==> src/rtl/hsvwl_pkg.sv <==
// Shared types, constants and arithmetic helpers for the HSV to RGB white lift unit.
`default_nettype none

package hsvwl_pkg;

  // Full scale of a byte channel, standing for 1.0.
  localparam logic [7:0]  BYTE_FULL   = 8'd255;
  // Bias that turns a floor division by 255 into a ceiling division.
  localparam logic [15:0] CEIL_BIAS   = 16'd254;
  // floor(w / 3) equals (w * 171) >> 9 for every byte w.
  localparam logic [7:0]  THIRD_RECIP = 8'd171;
  localparam int          THIRD_SHIFT = 9;
  localparam int          LIFT_W      = 7;

  typedef enum logic [2:0] {
    SECTOR_RED_YELLOW     = 3'd0,
    SECTOR_YELLOW_GREEN   = 3'd1,
    SECTOR_GREEN_CYAN     = 3'd2,
    SECTOR_CYAN_BLUE      = 3'd3,
    SECTOR_BLUE_MAGENTA   = 3'd4,
    SECTOR_MAGENTA_RED    = 3'd5
  } sector_t;

  typedef struct packed {
    logic [15:0] hue_turn;
    logic [7:0]  saturation_level;
    logic [7:0]  value_level;
    logic [7:0]  white_level;
  } req_t;

  typedef struct packed {
    logic [7:0] red;
    logic [7:0] green;
    logic [7:0] blue;
  } rgb_t;

  // First stage: sector split and the byte products.
  typedef struct packed {
    sector_t           sector;
    logic [15:0]       frac;
    logic [15:0]       vs;
    logic [15:0]       p_num;
    logic [7:0]        value;
    logic [LIFT_W-1:0] lift;
  } mul_t;

  // Second stage: the value-saturation-fraction product, split at bit 16.
  typedef struct packed {
    sector_t           sector;
    logic [15:0]       z_hi;
    logic              z_rem;
    logic [15:0]       vs;
    logic [7:0]        p;
    logic [7:0]        value;
    logic [LIFT_W-1:0] lift;
  } prod_t;

  // Third stage: the amounts taken off value to form q and t.
  typedef struct packed {
    sector_t           sector;
    logic [7:0]        q_cut;
    logic [7:0]        t_cut;
    logic [7:0]        p;
    logic [7:0]        value;
    logic [LIFT_W-1:0] lift;
  } cut_t;

  // floor(x / 255) for a 16-bit x whose quotient fits in a byte.
  // The estimate (x + x/256) / 256 is low by at most one, so a single
  // compare and increment finishes it.
  function automatic logic [7:0] div255(input logic [15:0] x);
    logic [16:0] sum;
    logic [8:0]  est;
    logic [16:0] back;
    logic [16:0] rem;
    sum  = {1'b0, x} + {9'b0, x[15:8]};
    est  = sum[16:8];
    back = {est, 8'b0} - {8'b0, est};
    rem  = {1'b0, x} - back;
    if (rem >= {9'b0, BYTE_FULL}) begin
      est = est + 9'd1;
    end
    return est[7:0];
  endfunction

endpackage

`default_nettype wire

==> src/rtl/hsvwl_prod.sv <==
// Front two pipeline stages: sector split, byte products, wide product and p.
`default_nettype none

module hsvwl_prod (
  input  logic             clk,
  input  logic             rst,
  input  logic             req_valid,
  input  hsvwl_pkg::req_t  req,
  output logic             req_ready,
  input  logic             dn_ready,
  output logic             mul_valid,
  output logic             prod_valid,
  output hsvwl_pkg::prod_t prod
);

  hsvwl_pkg::mul_t  mul;
  hsvwl_pkg::mul_t  mul_next;
  hsvwl_pkg::prod_t prod_next;
  logic             prod_ready;
  logic [18:0]      scaled;
  logic [15:0]      third;
  logic [31:0]      z;

  assign prod_ready = !prod_valid || dn_ready;
  assign req_ready  = !mul_valid || prod_ready;

  always_comb begin
    scaled = {1'b0, req.hue_turn, 2'b0} + {2'b0, req.hue_turn, 1'b0};
    third  = {8'b0, req.white_level} * {8'b0, hsvwl_pkg::THIRD_RECIP};
    mul_next.sector = hsvwl_pkg::sector_t'(scaled[18:16]);
    mul_next.frac   = scaled[15:0];
    mul_next.vs     = {8'b0, req.value_level} * {8'b0, req.saturation_level};
    mul_next.p_num  = {8'b0, req.value_level}
                    * {8'b0, hsvwl_pkg::BYTE_FULL - req.saturation_level};
    mul_next.value  = req.value_level;
    mul_next.lift   = third[hsvwl_pkg::THIRD_SHIFT +: hsvwl_pkg::LIFT_W];
  end

  always_comb begin
    z = {16'b0, mul.vs} * {16'b0, mul.frac};
    prod_next.sector = mul.sector;
    prod_next.z_hi   = z[31:16];
    prod_next.z_rem  = |z[15:0];
    prod_next.vs     = mul.vs;
    prod_next.p      = hsvwl_pkg::div255(mul.p_num);
    prod_next.value  = mul.value;
    prod_next.lift   = mul.lift;
  end

  always_ff @(posedge clk) begin
    if (rst) begin
      mul_valid  <= 1'b0;
      prod_valid <= 1'b0;
    end else begin
      if (req_ready) begin
        mul_valid <= req_valid;
      end
      if (prod_ready) begin
        prod_valid <= mul_valid;
      end
    end
  end

  always_ff @(posedge clk) begin
    if (req_ready && req_valid) begin
      mul <= mul_next;
    end
    if (prod_ready && mul_valid) begin
      prod <= prod_next;
    end
  end

endmodule

`default_nettype wire

==> src/rtl/hsvwl_div.sv <==
// Third pipeline stage: ceiling divisions by 255 that give the q and t cuts.
`default_nettype none

module hsvwl_div (
  input  logic             clk,
  input  logic             rst,
  input  logic             prod_valid,
  input  hsvwl_pkg::prod_t prod,
  output logic             prod_ready,
  input  logic             dn_ready,
  output logic             cut_valid,
  output hsvwl_pkg::cut_t  cut
);

  hsvwl_pkg::cut_t cut_next;
  logic [15:0]     q_num;
  logic [15:0]     t_num;

  assign prod_ready = !cut_valid || dn_ready;

  // q_num is ceil(v*s*f / 2^16) and t_num is ceil(v*s*(2^16 - f) / 2^16);
  // both stay at or below 65025, so adding the bias cannot overflow.
  always_comb begin
    q_num = prod.z_hi + {15'b0, prod.z_rem};
    t_num = prod.vs - prod.z_hi;
    cut_next.sector = prod.sector;
    cut_next.q_cut  = hsvwl_pkg::div255(q_num + hsvwl_pkg::CEIL_BIAS);
    cut_next.t_cut  = hsvwl_pkg::div255(t_num + hsvwl_pkg::CEIL_BIAS);
    cut_next.p      = prod.p;
    cut_next.value  = prod.value;
    cut_next.lift   = prod.lift;
  end

  always_ff @(posedge clk) begin
    if (rst) begin
      cut_valid <= 1'b0;
    end else if (prod_ready) begin
      cut_valid <= prod_valid;
    end
  end

  always_ff @(posedge clk) begin
    if (prod_ready && prod_valid) begin
      cut <= cut_next;
    end
  end

endmodule

`default_nettype wire

==> src/rtl/hsvwl_mix.sv <==
// Last pipeline stage: q and t, sector channel selection and saturating white lift.
`default_nettype none

module hsvwl_mix (
  input  logic            clk,
  input  logic            rst,
  input  logic            cut_valid,
  input  hsvwl_pkg::cut_t cut,
  output logic            cut_ready,
  input  logic            rgb_stall,
  output logic            rgb_valid,
  output hsvwl_pkg::rgb_t rgb
);

  hsvwl_pkg::rgb_t rgb_next;
  logic [7:0]      q;
  logic [7:0]      t;
  logic [7:0]      r_raw;
  logic [7:0]      g_raw;
  logic [7:0]      b_raw;

  function automatic logic [7:0] lift_sat(input logic [7:0] c,
                                          input logic [hsvwl_pkg::LIFT_W-1:0] l);
    logic [8:0] sum;
    sum = {1'b0, c} + {{(9 - hsvwl_pkg::LIFT_W){1'b0}}, l};
    return sum[8] ? hsvwl_pkg::BYTE_FULL : sum[7:0];
  endfunction

  assign cut_ready = !rgb_valid || !rgb_stall;

  always_comb begin
    q = cut.value - cut.q_cut;
    t = cut.value - cut.t_cut;
    case (cut.sector)
      hsvwl_pkg::SECTOR_RED_YELLOW: begin
        r_raw = cut.value; g_raw = t;          b_raw = cut.p;
      end
      hsvwl_pkg::SECTOR_YELLOW_GREEN: begin
        r_raw = q;         g_raw = cut.value;  b_raw = cut.p;
      end
      hsvwl_pkg::SECTOR_GREEN_CYAN: begin
        r_raw = cut.p;     g_raw = cut.value;  b_raw = t;
      end
      hsvwl_pkg::SECTOR_CYAN_BLUE: begin
        r_raw = cut.p;     g_raw = q;          b_raw = cut.value;
      end
      hsvwl_pkg::SECTOR_BLUE_MAGENTA: begin
        r_raw = t;         g_raw = cut.p;      b_raw = cut.value;
      end
      default: begin
        r_raw = cut.value; g_raw = cut.p;      b_raw = q;
      end
    endcase
    rgb_next.red   = lift_sat(r_raw, cut.lift);
    rgb_next.green = lift_sat(g_raw, cut.lift);
    rgb_next.blue  = lift_sat(b_raw, cut.lift);
  end

  always_ff @(posedge clk) begin
    if (rst) begin
      rgb_valid <= 1'b0;
    end else if (cut_ready) begin
      rgb_valid <= cut_valid;
    end
  end

  always_ff @(posedge clk) begin
    if (cut_ready && cut_valid) begin
      rgb <= rgb_next;
    end
  end

endmodule

`default_nettype wire

==> src/rtl/hsv_to_rgb_white_lift_unit.sv <==
// Top level of the HSV to RGB converter with white lift.
`default_nettype none

// HSV to RGB converter with white lift. Each request transaction carries a
// 16-bit hue (a fraction of a full turn, so it wraps by its width), byte
// saturation and value on a scale where 255 means 1.0, and a byte white level.
// Each request gives exactly one RGB transaction of three bytes, in order.
// The hue is multiplied by six to give the sector and a 16-bit fraction; p, q
// and t are the exact products truncated to whole bytes; the channels are
// picked by sector in the usual six-way manner; and one third of the white
// level (truncated) is added to every channel, saturating at 255. The unit is
// a four-stage pipeline: byte products, the 16x16 fraction product, the
// divisions by 255, then channel selection and lift into the output register.
// A request may be taken every clock while the output side is not stalling.
// Its result passes through the mul, prod and cut registers into the output
// register, where it is held until it is handed off. Every
// stage has its own valid bit and advances when the stage after it is empty
// or moving, so bubbles are squeezed out and a stall on the output holds all
// data without loss. The req_stall output follows rgb_stall combinationally
// only when all four stages are full. There is no state besides the pipeline,
// so reset just empties it.
module hsv_to_rgb_white_lift_unit (
  input  logic            clk,
  input  logic            rst,
  input  logic            req_valid,
  output logic            req_stall,
  input  hsvwl_pkg::req_t req,
  output logic            rgb_valid,
  input  logic            rgb_stall,
  output hsvwl_pkg::rgb_t rgb
);

  logic             req_ready;
  logic             mul_valid;
  logic             prod_valid;
  logic             prod_ready;
  hsvwl_pkg::prod_t prod;
  logic             cut_valid;
  logic             cut_ready;
  hsvwl_pkg::cut_t  cut;
  logic [3:0]       stage_valid;

  assign req_stall   = !req_ready;
  assign stage_valid = {mul_valid, prod_valid, cut_valid, rgb_valid};

  // Stages one and two: sector split, byte products, then the wide product.
  hsvwl_prod u_prod (
    .clk        (clk),
    .rst        (rst),
    .req_valid  (req_valid),
    .req        (req),
    .req_ready  (req_ready),
    .dn_ready   (prod_ready),
    .mul_valid  (mul_valid),
    .prod_valid (prod_valid),
    .prod       (prod)
  );

  // Stage three: the ceiling divisions that give how far q and t fall below value.
  hsvwl_div u_div (
    .clk        (clk),
    .rst        (rst),
    .prod_valid (prod_valid),
    .prod       (prod),
    .prod_ready (prod_ready),
    .dn_ready   (cut_ready),
    .cut_valid  (cut_valid),
    .cut        (cut)
  );

  // Stage four: channel selection and white lift into the output register.
  hsvwl_mix u_mix (
    .clk        (clk),
    .rst        (rst),
    .cut_valid  (cut_valid),
    .cut        (cut),
    .cut_ready  (cut_ready),
    .rgb_stall  (rgb_stall),
    .rgb_valid  (rgb_valid),
    .rgb        (rgb)
  );

`ifndef ASSERT_OFF
  // The input may only be held off when every stage is full and the output stalls.
  a_stall_only_when_full: assert property (@(posedge clk) disable iff (rst)
    req_stall |-> (stage_valid == 4'hF && rgb_stall))
    else $error("request held off while the pipeline has room");

  // A transaction taken in without one leaving adds exactly one full stage.
  a_fill_grows: assert property (@(posedge clk) disable iff (rst)
    (req_valid && !req_stall && !(rgb_valid && !rgb_stall))
    |=> ($countones(stage_valid) == $countones($past(stage_valid)) + 1))
    else $error("accepted transaction lost or duplicated in the pipeline");

  // A transaction delivered without one entering frees exactly one stage.
  a_fill_shrinks: assert property (@(posedge clk) disable iff (rst)
    (!(req_valid && !req_stall) && rgb_valid && !rgb_stall)
    |=> ($countones(stage_valid) + 1 == $countones($past(stage_valid))))
    else $error("delivered transaction left a stray item in the pipeline");

  // Reset empties the pipeline.
  a_reset_empties: assert property (@(posedge clk)
    rst |=> (stage_valid == 4'h0))
    else $error("pipeline not empty after reset");
`endif

endmodule

`default_nettype wire
==> config.mk <==
export PLATFORM = sky130hd
export DESIGN_NAME = hsv_to_rgb_white_lift_unit
export DESIGN_NICKNAME = d
export VERILOG_FILES = /design/src/rtl/hsvwl_pkg.sv /design/src/rtl/hsvwl_prod.sv /design/src/rtl/hsvwl_div.sv /design/src/rtl/hsvwl_mix.sv /design/src/rtl/hsv_to_rgb_white_lift_unit.sv
export SDC_FILE = /design/constraint.sdc
export NUM_CORES = 1
export LEC_CHECK = 0
export ABC_AREA = 1
export BUFFER_PORTS_ARGS = -buffer_cell sky130_fd_sc_hd__buf_2
export CORE_AREA = 2 2 223 225
export DETAILED_ROUTE_END_ITERATION = 6
export DIE_AREA = 0 0 225 227
export GPL_TIMING_DRIVEN = 0
export PLACE_DENSITY = 0.77
export RECOVER_POWER = 25
export SETUP_SLACK_MARGIN = 0.2
export SYNTH_ARGS = -nofsm -noshare
export SYNTH_HDL_FRONTEND = slang
export SYNTH_HIERARCHICAL = 1
export SYNTH_SLANG_ARGS = --single-unit
export TNS_END_PERCENT = 50
==> constraint.sdc <==
create_clock -name clk -period 7.3 [get_ports clk]
set_clock_uncertainty 0.1 [all_clocks]
set_input_delay 1.095 -clock clk [delete_from_list [all_inputs] [get_ports clk]]
set_output_delay 1.095 -clock clk [all_outputs]
set_load 0.03 [all_outputs]
==> results of run 1 <==
==> worst max-delay path, delay by kind of cell (launching register included) <==
kind / cells / cell delay (ns)
buffers and inverters: 9 / 0.81
AOI/OAI and AO/OA: 5 / 0.93
adders and majority gates: 6 / 1.96
and+or+nand+nor: 16 / 1.86
xor gates and xnor gates: 2 / 0.30
DFF: 1 / 0.43
==> state kept, by name, indices dropped and copies added, names as in the netlist <==
signal / cells
u_prod/prod: 59
u_prod/mul: 65
u_div/cut: 42
u_mix/rgb_valid: 1
u_div/cut_valid: 1
u_mix/rgb: 24
u_prod/prod_valid: 1
u_prod/mul_valid: 1
==> cell usage after synthesis, types with 16 or more instances <==
cell	n	area share, %
nand3_1	155	2.7
fa_1	272	19
xor2_1	109	3.3
nor2_2	16	0.34
a21oi_1	172	3.0
nand2_1	866	11
ha_1	411	18
o21ai_0	54	0.93
edfxtp_1	190	20
nand2_2	18	0.39
nor2_1	174	2.2
xnor2_1	52	1.6
a21o_1	19	0.49
nand4_1	38	0.82
clkbuf_1	63	0.81
inv_1	884	11
==> final cells by class <==
cell class	count	area share, %
plain buffers	67	0.8691
well taps	622	2.514
multi-input cells	2509	63.58
clock buffers	17	1.374
repair buffers	75	1.370
inverters	896	10.87
clock inverters	15	0.7397
flip-flops and latches	194	18.69
==> metal layers <==
layer,part of all wire (%),global-route usage [%],up-vias
met5,0,0,-
met4,2.8,8.545,0
met3,6.3,4.517,112
met2,47,43.65,679
met1,44,34.49,10823
li1,-,-,11579
==> cell usage in the layout, fill, tap and decap left out, drive strengths merged, types with 3 or more instances in the layout <==
cell type | Yosys | final
o2111ai | 7 | 7
a22oi | 5 | 5
xor2 | 112 | 112
or2 | 13 | 13
nor3 | 22 | 22
o21a | 5 | 5
dfxtp | 4 | 4
ha | 411 | 411
xnor2 | 52 | 52
a31oi | 15 | 15
o21ai | 63 | 63
a21oi | 177 | 177
nand3 | 164 | 164
nand3b | 9 | 9
fa | 272 | 272
inv | 896 | 906
nand2 | 888 | 888
o21bai | 8 | 8
nor2 | 196 | 196
nand4 | 39 | 39
a21o | 19 | 19
buf | 4 | 68
o22ai | 3 | 3
o211ai | 4 | 4
edfxtp | 190 | 190
clkbuf | 63 | 91
clkinv | 0 | 5
a211oi | 4 | 4
a221oi | 6 | 6
==> worst paths after layout <==
check / startpoint / to / slack [ns] / cells past startpoint
max reg2reg: u_prod/prod[48] / u_div/cut[23] / 0.65 / 38
min reg2reg: u_prod/prod[16] / u_div/cut[16] / 0.32 / 0
min: u_prod/prod[16] / u_div/cut[16] / 0.32 / 0
max: u_prod/prod[48] / u_div/cut[23] / 0.65 / 38
==> logic make-up after synthesis <==
| kind of cell | synth area share, % |
|---|---|
| adders and majority gates | 36.46 |
| AOI/OAI and AO/OA | 6.420 |
| buffers and inverters | 12.50 |
| and+or+nand+nor | 19.67 |
| DFF | 19.92 |
| xor gates and xnor gates | 5.024 |
==> stage by stage <==
stage | util, % | cells | cell area (µm²)
global route | 63.76 | 4395 | 30950
CTS | 63.69 | 4393 | 30920
global placement | 62.13 | 4357 | 30160
floorplan | - | 3666 | 29040
detailed placement | 62.34 | 4361 | 30260
finish | 63.76 | 4395 | 30950
==> repair_timing <==
item | 4_1_cts | 5_1_grt
resized for setup | 0 | 10
setup endpoints to repair | 0 | 16
setup buffers | 0 | 2
==> flow_summary_export.csv, run 1 <==
group,metric,value,unit
placed_design,dp_hpwl,53940,µm
routing,drt_iter0_markers,1621,
timing,totalNegativeSetupSlack,0,ns
layout,multi_input_area,19680,µm²
timing,hold_viol,0,
clock_tree,cts_hold_buf,0,
timing,setup_viol,0,
worst_setup_path,critical_path_class,"reg2reg",
routing,route.detailed.wl_per_inst,14.74,µm
global_route,overflow,0,
worst_setup_path,cp-start-kind,"flop",
worst_setup_path,arrival,6.75,ns
job,cap_violations,0,
worst_hold_path,hold_class,"reg2reg",
worst_setup_path,crit_top_cell,"inv_1",
routing,ant_nets,0,
worst_setup_path,max_stage_delay,0.43,ns
global_route,grt_pass1_vias,22536,
worst_setup_path,required,7.40,ns
die,fp-row-count,81,
die,die_h,227,µm
timing,period_needed,6.646,ns
global_route,grt_use_total,26.06,%
clock_tree,clk_transition_reported_paths,0.08,ns
routing,dr.pass1.iters,5,
timing,setup_ws,0.6537,ns
routing,wirelength,64780,µm
layout,antennaDiodeCount,0,
layout,drive_gt1_share,5.354,%
worst_setup_path,cp-end-kind,"flop",
synth,seq_area_frac_synth,19.92,%
routing,drc_errors,0,
timing,maxSlewHeadroom,29.41,%
outcome,outcome,"finished, final reports clean",
die,io-pin-count,70,
clock_tree,cts_root_buf,"clkbuf_16",
placed_design,portBuffers,69,
routing,viasPerCell,5.277,
global_route,grt_max_degree,44,
timing,rsz0062_at_grt,"true",
clock_tree,insertion_delay,0.46,ns
placed_design,place_ws,0.2390,ns
placed_design,finalWeightedCongestion,0.9629,
worst_setup_path,cp_max_fo,10,
synth,syn_area,29040,µm²
timing,fmax,0.1505,GHz
worst_setup_path,slowest_stage,"edfxtp_1",
synth,synth_flop_cell,"edfxtp_1",
clock_tree,cts.path.max_buffers,2,
synth,ys_ff_latch,194,
layout,area_growth,6.592,%
clock_tree,cts_inserted_buffers,17,
clock_tree,clkSinkCount,194,
clock_tree,cts_tree,"yes",
timing,drv_slew,0,
timing,hold_ws,0.3221,ns
global_route,grt_first_pass_wirelength,106500,µm
die,die_area,51080,µm²
synth,synth_cell_type_count,55,
synth,async_flop_share,0,%
synth,synth.avg_cell_area,7.921,µm²
die,dieWidth,225,µm
routing,num_vias,23193,
layout,final_net_count,4487,
timing,worst_pin_slew,1.059,ns
global_route,antenna_found_initial,0,
synth,yosys_warnings,6,
die,core,48550,µm²
layout,seqCellArea,5786,µm²
synth,synth-edff-count,190,
synth,synthCells,3666,
clock_tree,cts_htree_levels,4,
layout,n_fill_cell,4145,
synth,syn-num-nets,4393,
timing,period_share,91.05,%
die,initial_core_util,59.82,%
Power of run 1 is left out: the tool's default activity adds up to more than one toggle a clock period on the data nets, which glitch-free logic cannot reach.
==> run 2, diff against run 1 <==
BUFFER_PORTS_ARGS = not set   (was -buffer_cell sky130_fd_sc_hd__buf_2)
DONT_BUFFER_PORTS = 1   (was not set)
GPL_TIMING_DRIVEN = not set   (was 0)
PLACE_DENSITY = 0.75   (was 0.77)
SETUP_SLACK_MARGIN = not set   (was 0.2)
==> flow_summary_export.csv, run 2 (same netlist as run 1, synthesis figures left out) <==
group,metric,value,unit
die,die_area,51080,µm²
layout,multi_input_area,19650,µm²
clock_tree,post-cts-setup-buffers,0,
clock_tree,clkSinkCount,194,
global_route,grt_pass1_vias,21957,
job,cap_violations,0,
routing,drt_iter0_markers,1483,
timing,period_needed,6.515,ns
layout,final_cell_mix,"inv_1 (883), nand2_1 (866), ha_1 (411)",
global_route,grt_first_pass_wirelength,104600,µm
worst_setup_path,critPathTopFamily,"simple AND/OR/NAND/NOR gates",
worst_setup_path,cp_max_fo,15,
die,fp-row-count,81,
global_route,antenna_found_initial,0,
layout,antennaDiodeCount,0,
worst_setup_path,critical_path_buf_inv_count,9,
routing,route.detailed.wl_per_inst,14.76,µm
global_route,busiest_layer,"met2",
worst_setup_path,critPathCapture,"u_div/cut[29]",
layout,drive_gt1_share,3.628,%
layout,final_net_count,4352,
worst_hold_path,hold_class,"reg2reg",
placed_design,finalWeightedCongestion,0.9482,
layout,regMostFlops,"u_prod/mul",
worst_setup_path,r2r_slack,0.79,ns
die,die_h,227,µm
routing,drc_errors,0,
worst_setup_path,critical_path_class,"reg2reg",
clock_tree,cts_tree,"yes",
worst_setup_path,slowest_stage,"edfxtp_1",
worst_setup_path,crit_top_cell,"nand2_1",
clock_tree,clk_transition_reported_paths,0.08,ns
timing,rsz0062_at_grt,"false",
timing,drv_slew,0,
timing,fmax,0.1535,GHz
clock_tree,insertion_delay,0.46,ns
routing,wirelength,62890,µm
layout,n_fill_cell,4169,
global_route,use_met2,41.68,%
placed_design,dp_hpwl,51160,µm
global_route,grtUsageMet3,3.704,%
layout,seqCellArea,5786,µm²
timing,maxSlewHeadroom,16.34,%
die,dieWidth,225,µm
timing,hold_viol,0,
worst_hold_path,worstHoldStart,"u_prod/prod[20]",
layout,largest_register_ff_count,65,
worst_setup_path,required,7.43,ns
worst_setup_path,cp-start-kind,"flop",
routing,dr.pass1.iters,5,
global_route,overflow,0,
clock_tree,cts_htree_levels,4,
clock_tree,cts.path.max_buffers,2,
routing,num_vias,22626,
outcome,outcome,"finished, final reports clean",
timing,period_share,89.25,%
placed_design,portBuffers,0,
die,core,48550,µm²
timing,hold_ws,0.3226,ns
layout,area_growth,4.145,%
layout,top_regs,"u_prod/mul x65, u_prod/prod x59, u_div/cut x42",
layout,final_common_cell,"inv_1",
timing,setup_viol,0,
routing,ant_nets,0,
worst_setup_path,cp-end-kind,"flop",
global_route,grt_use_total,25.35,%
worst_setup_path,regToRegEndpoint,"u_div/cut[29]",
worst_setup_path,max_stage_delay,0.43,ns
clock_tree,cts_inserted_buffers,17,
timing,totalNegativeSetupSlack,0,ns
global_route,grt_use_met1,35.57,%
worst_setup_path,crit_cells,40,
routing,viasPerCell,5.311,
die,io-pin-count,70,
clock_tree,cts_hold_buf,0,
timing,setup_ws,0.7851,ns
clock_tree,cts_root_buf,"clkbuf_16",
global_route,grt_max_degree,66,
worst_setup_path,crit_start,"u_prod/prod[48]",
clock_tree,ctsResizeCount,0,
worst_setup_path,arrival,6.64,ns
worst_setup_path,r2r_cells,40,
die,initial_core_util,59.82,%
placed_design,place_ws,0.8401,ns
worst_setup_path,r2r_start,"u_prod/prod[48]",
timing,worst_pin_slew,1.255,ns
==> run 2: metrics by stage <==
| stage | utilization [%] | instances | area (µm²) |
|---|---|---|---|
| floorplan | - | 3666 | 29040 |
| global placement | 61.03 | 4228 | 29630 |
| detailed placement | 61.03 | 4228 | 29630 |
| CTS | 62.34 | 4260 | 30260 |
| global route | 62.30 | 4260 | 30240 |
| finish | 62.30 | 4260 | 30240 |
==> run 2: worst min-delay path by stage <==
stage / endpoint / slack [ns] / depth (start not counted)
6_report: u_div/cut[20] / 0.32 / 0
3_5_place_dp: u_div/cut[20] / 0.31 / 0
5_1_grt: u_div/cut[20] / 0.33 / 0
2_1_floorplan: u_div/cut[0] / 0.30 / 0
3_3_place_gp: u_prod/prod[6] / 0.30 / 0
4_1_cts: u_div/cut[8] / 0.32 / 0
==> run 2: layout make-up <==
class	count	area share [%]
Timing Repair Buffer	7	0.1241
Sequential cell	194	19.13
Tap cell	622	2.573
Inverter	896	11.12
Multi-Input combinational cell	2509	64.96
Clock inverter	14	0.6413
Clock buffer	18	1.452
==> run 2: layer usage <==
metal | up-vias | part of all wire (%)
li1 | 11316 | -
met1 | 10618 | 47
met2 | 629 | 46
met3 | 63 | 5.5
met4 | 0 | 1.6
met5 | - | 0
Power of run 2 is left out for the same reason.
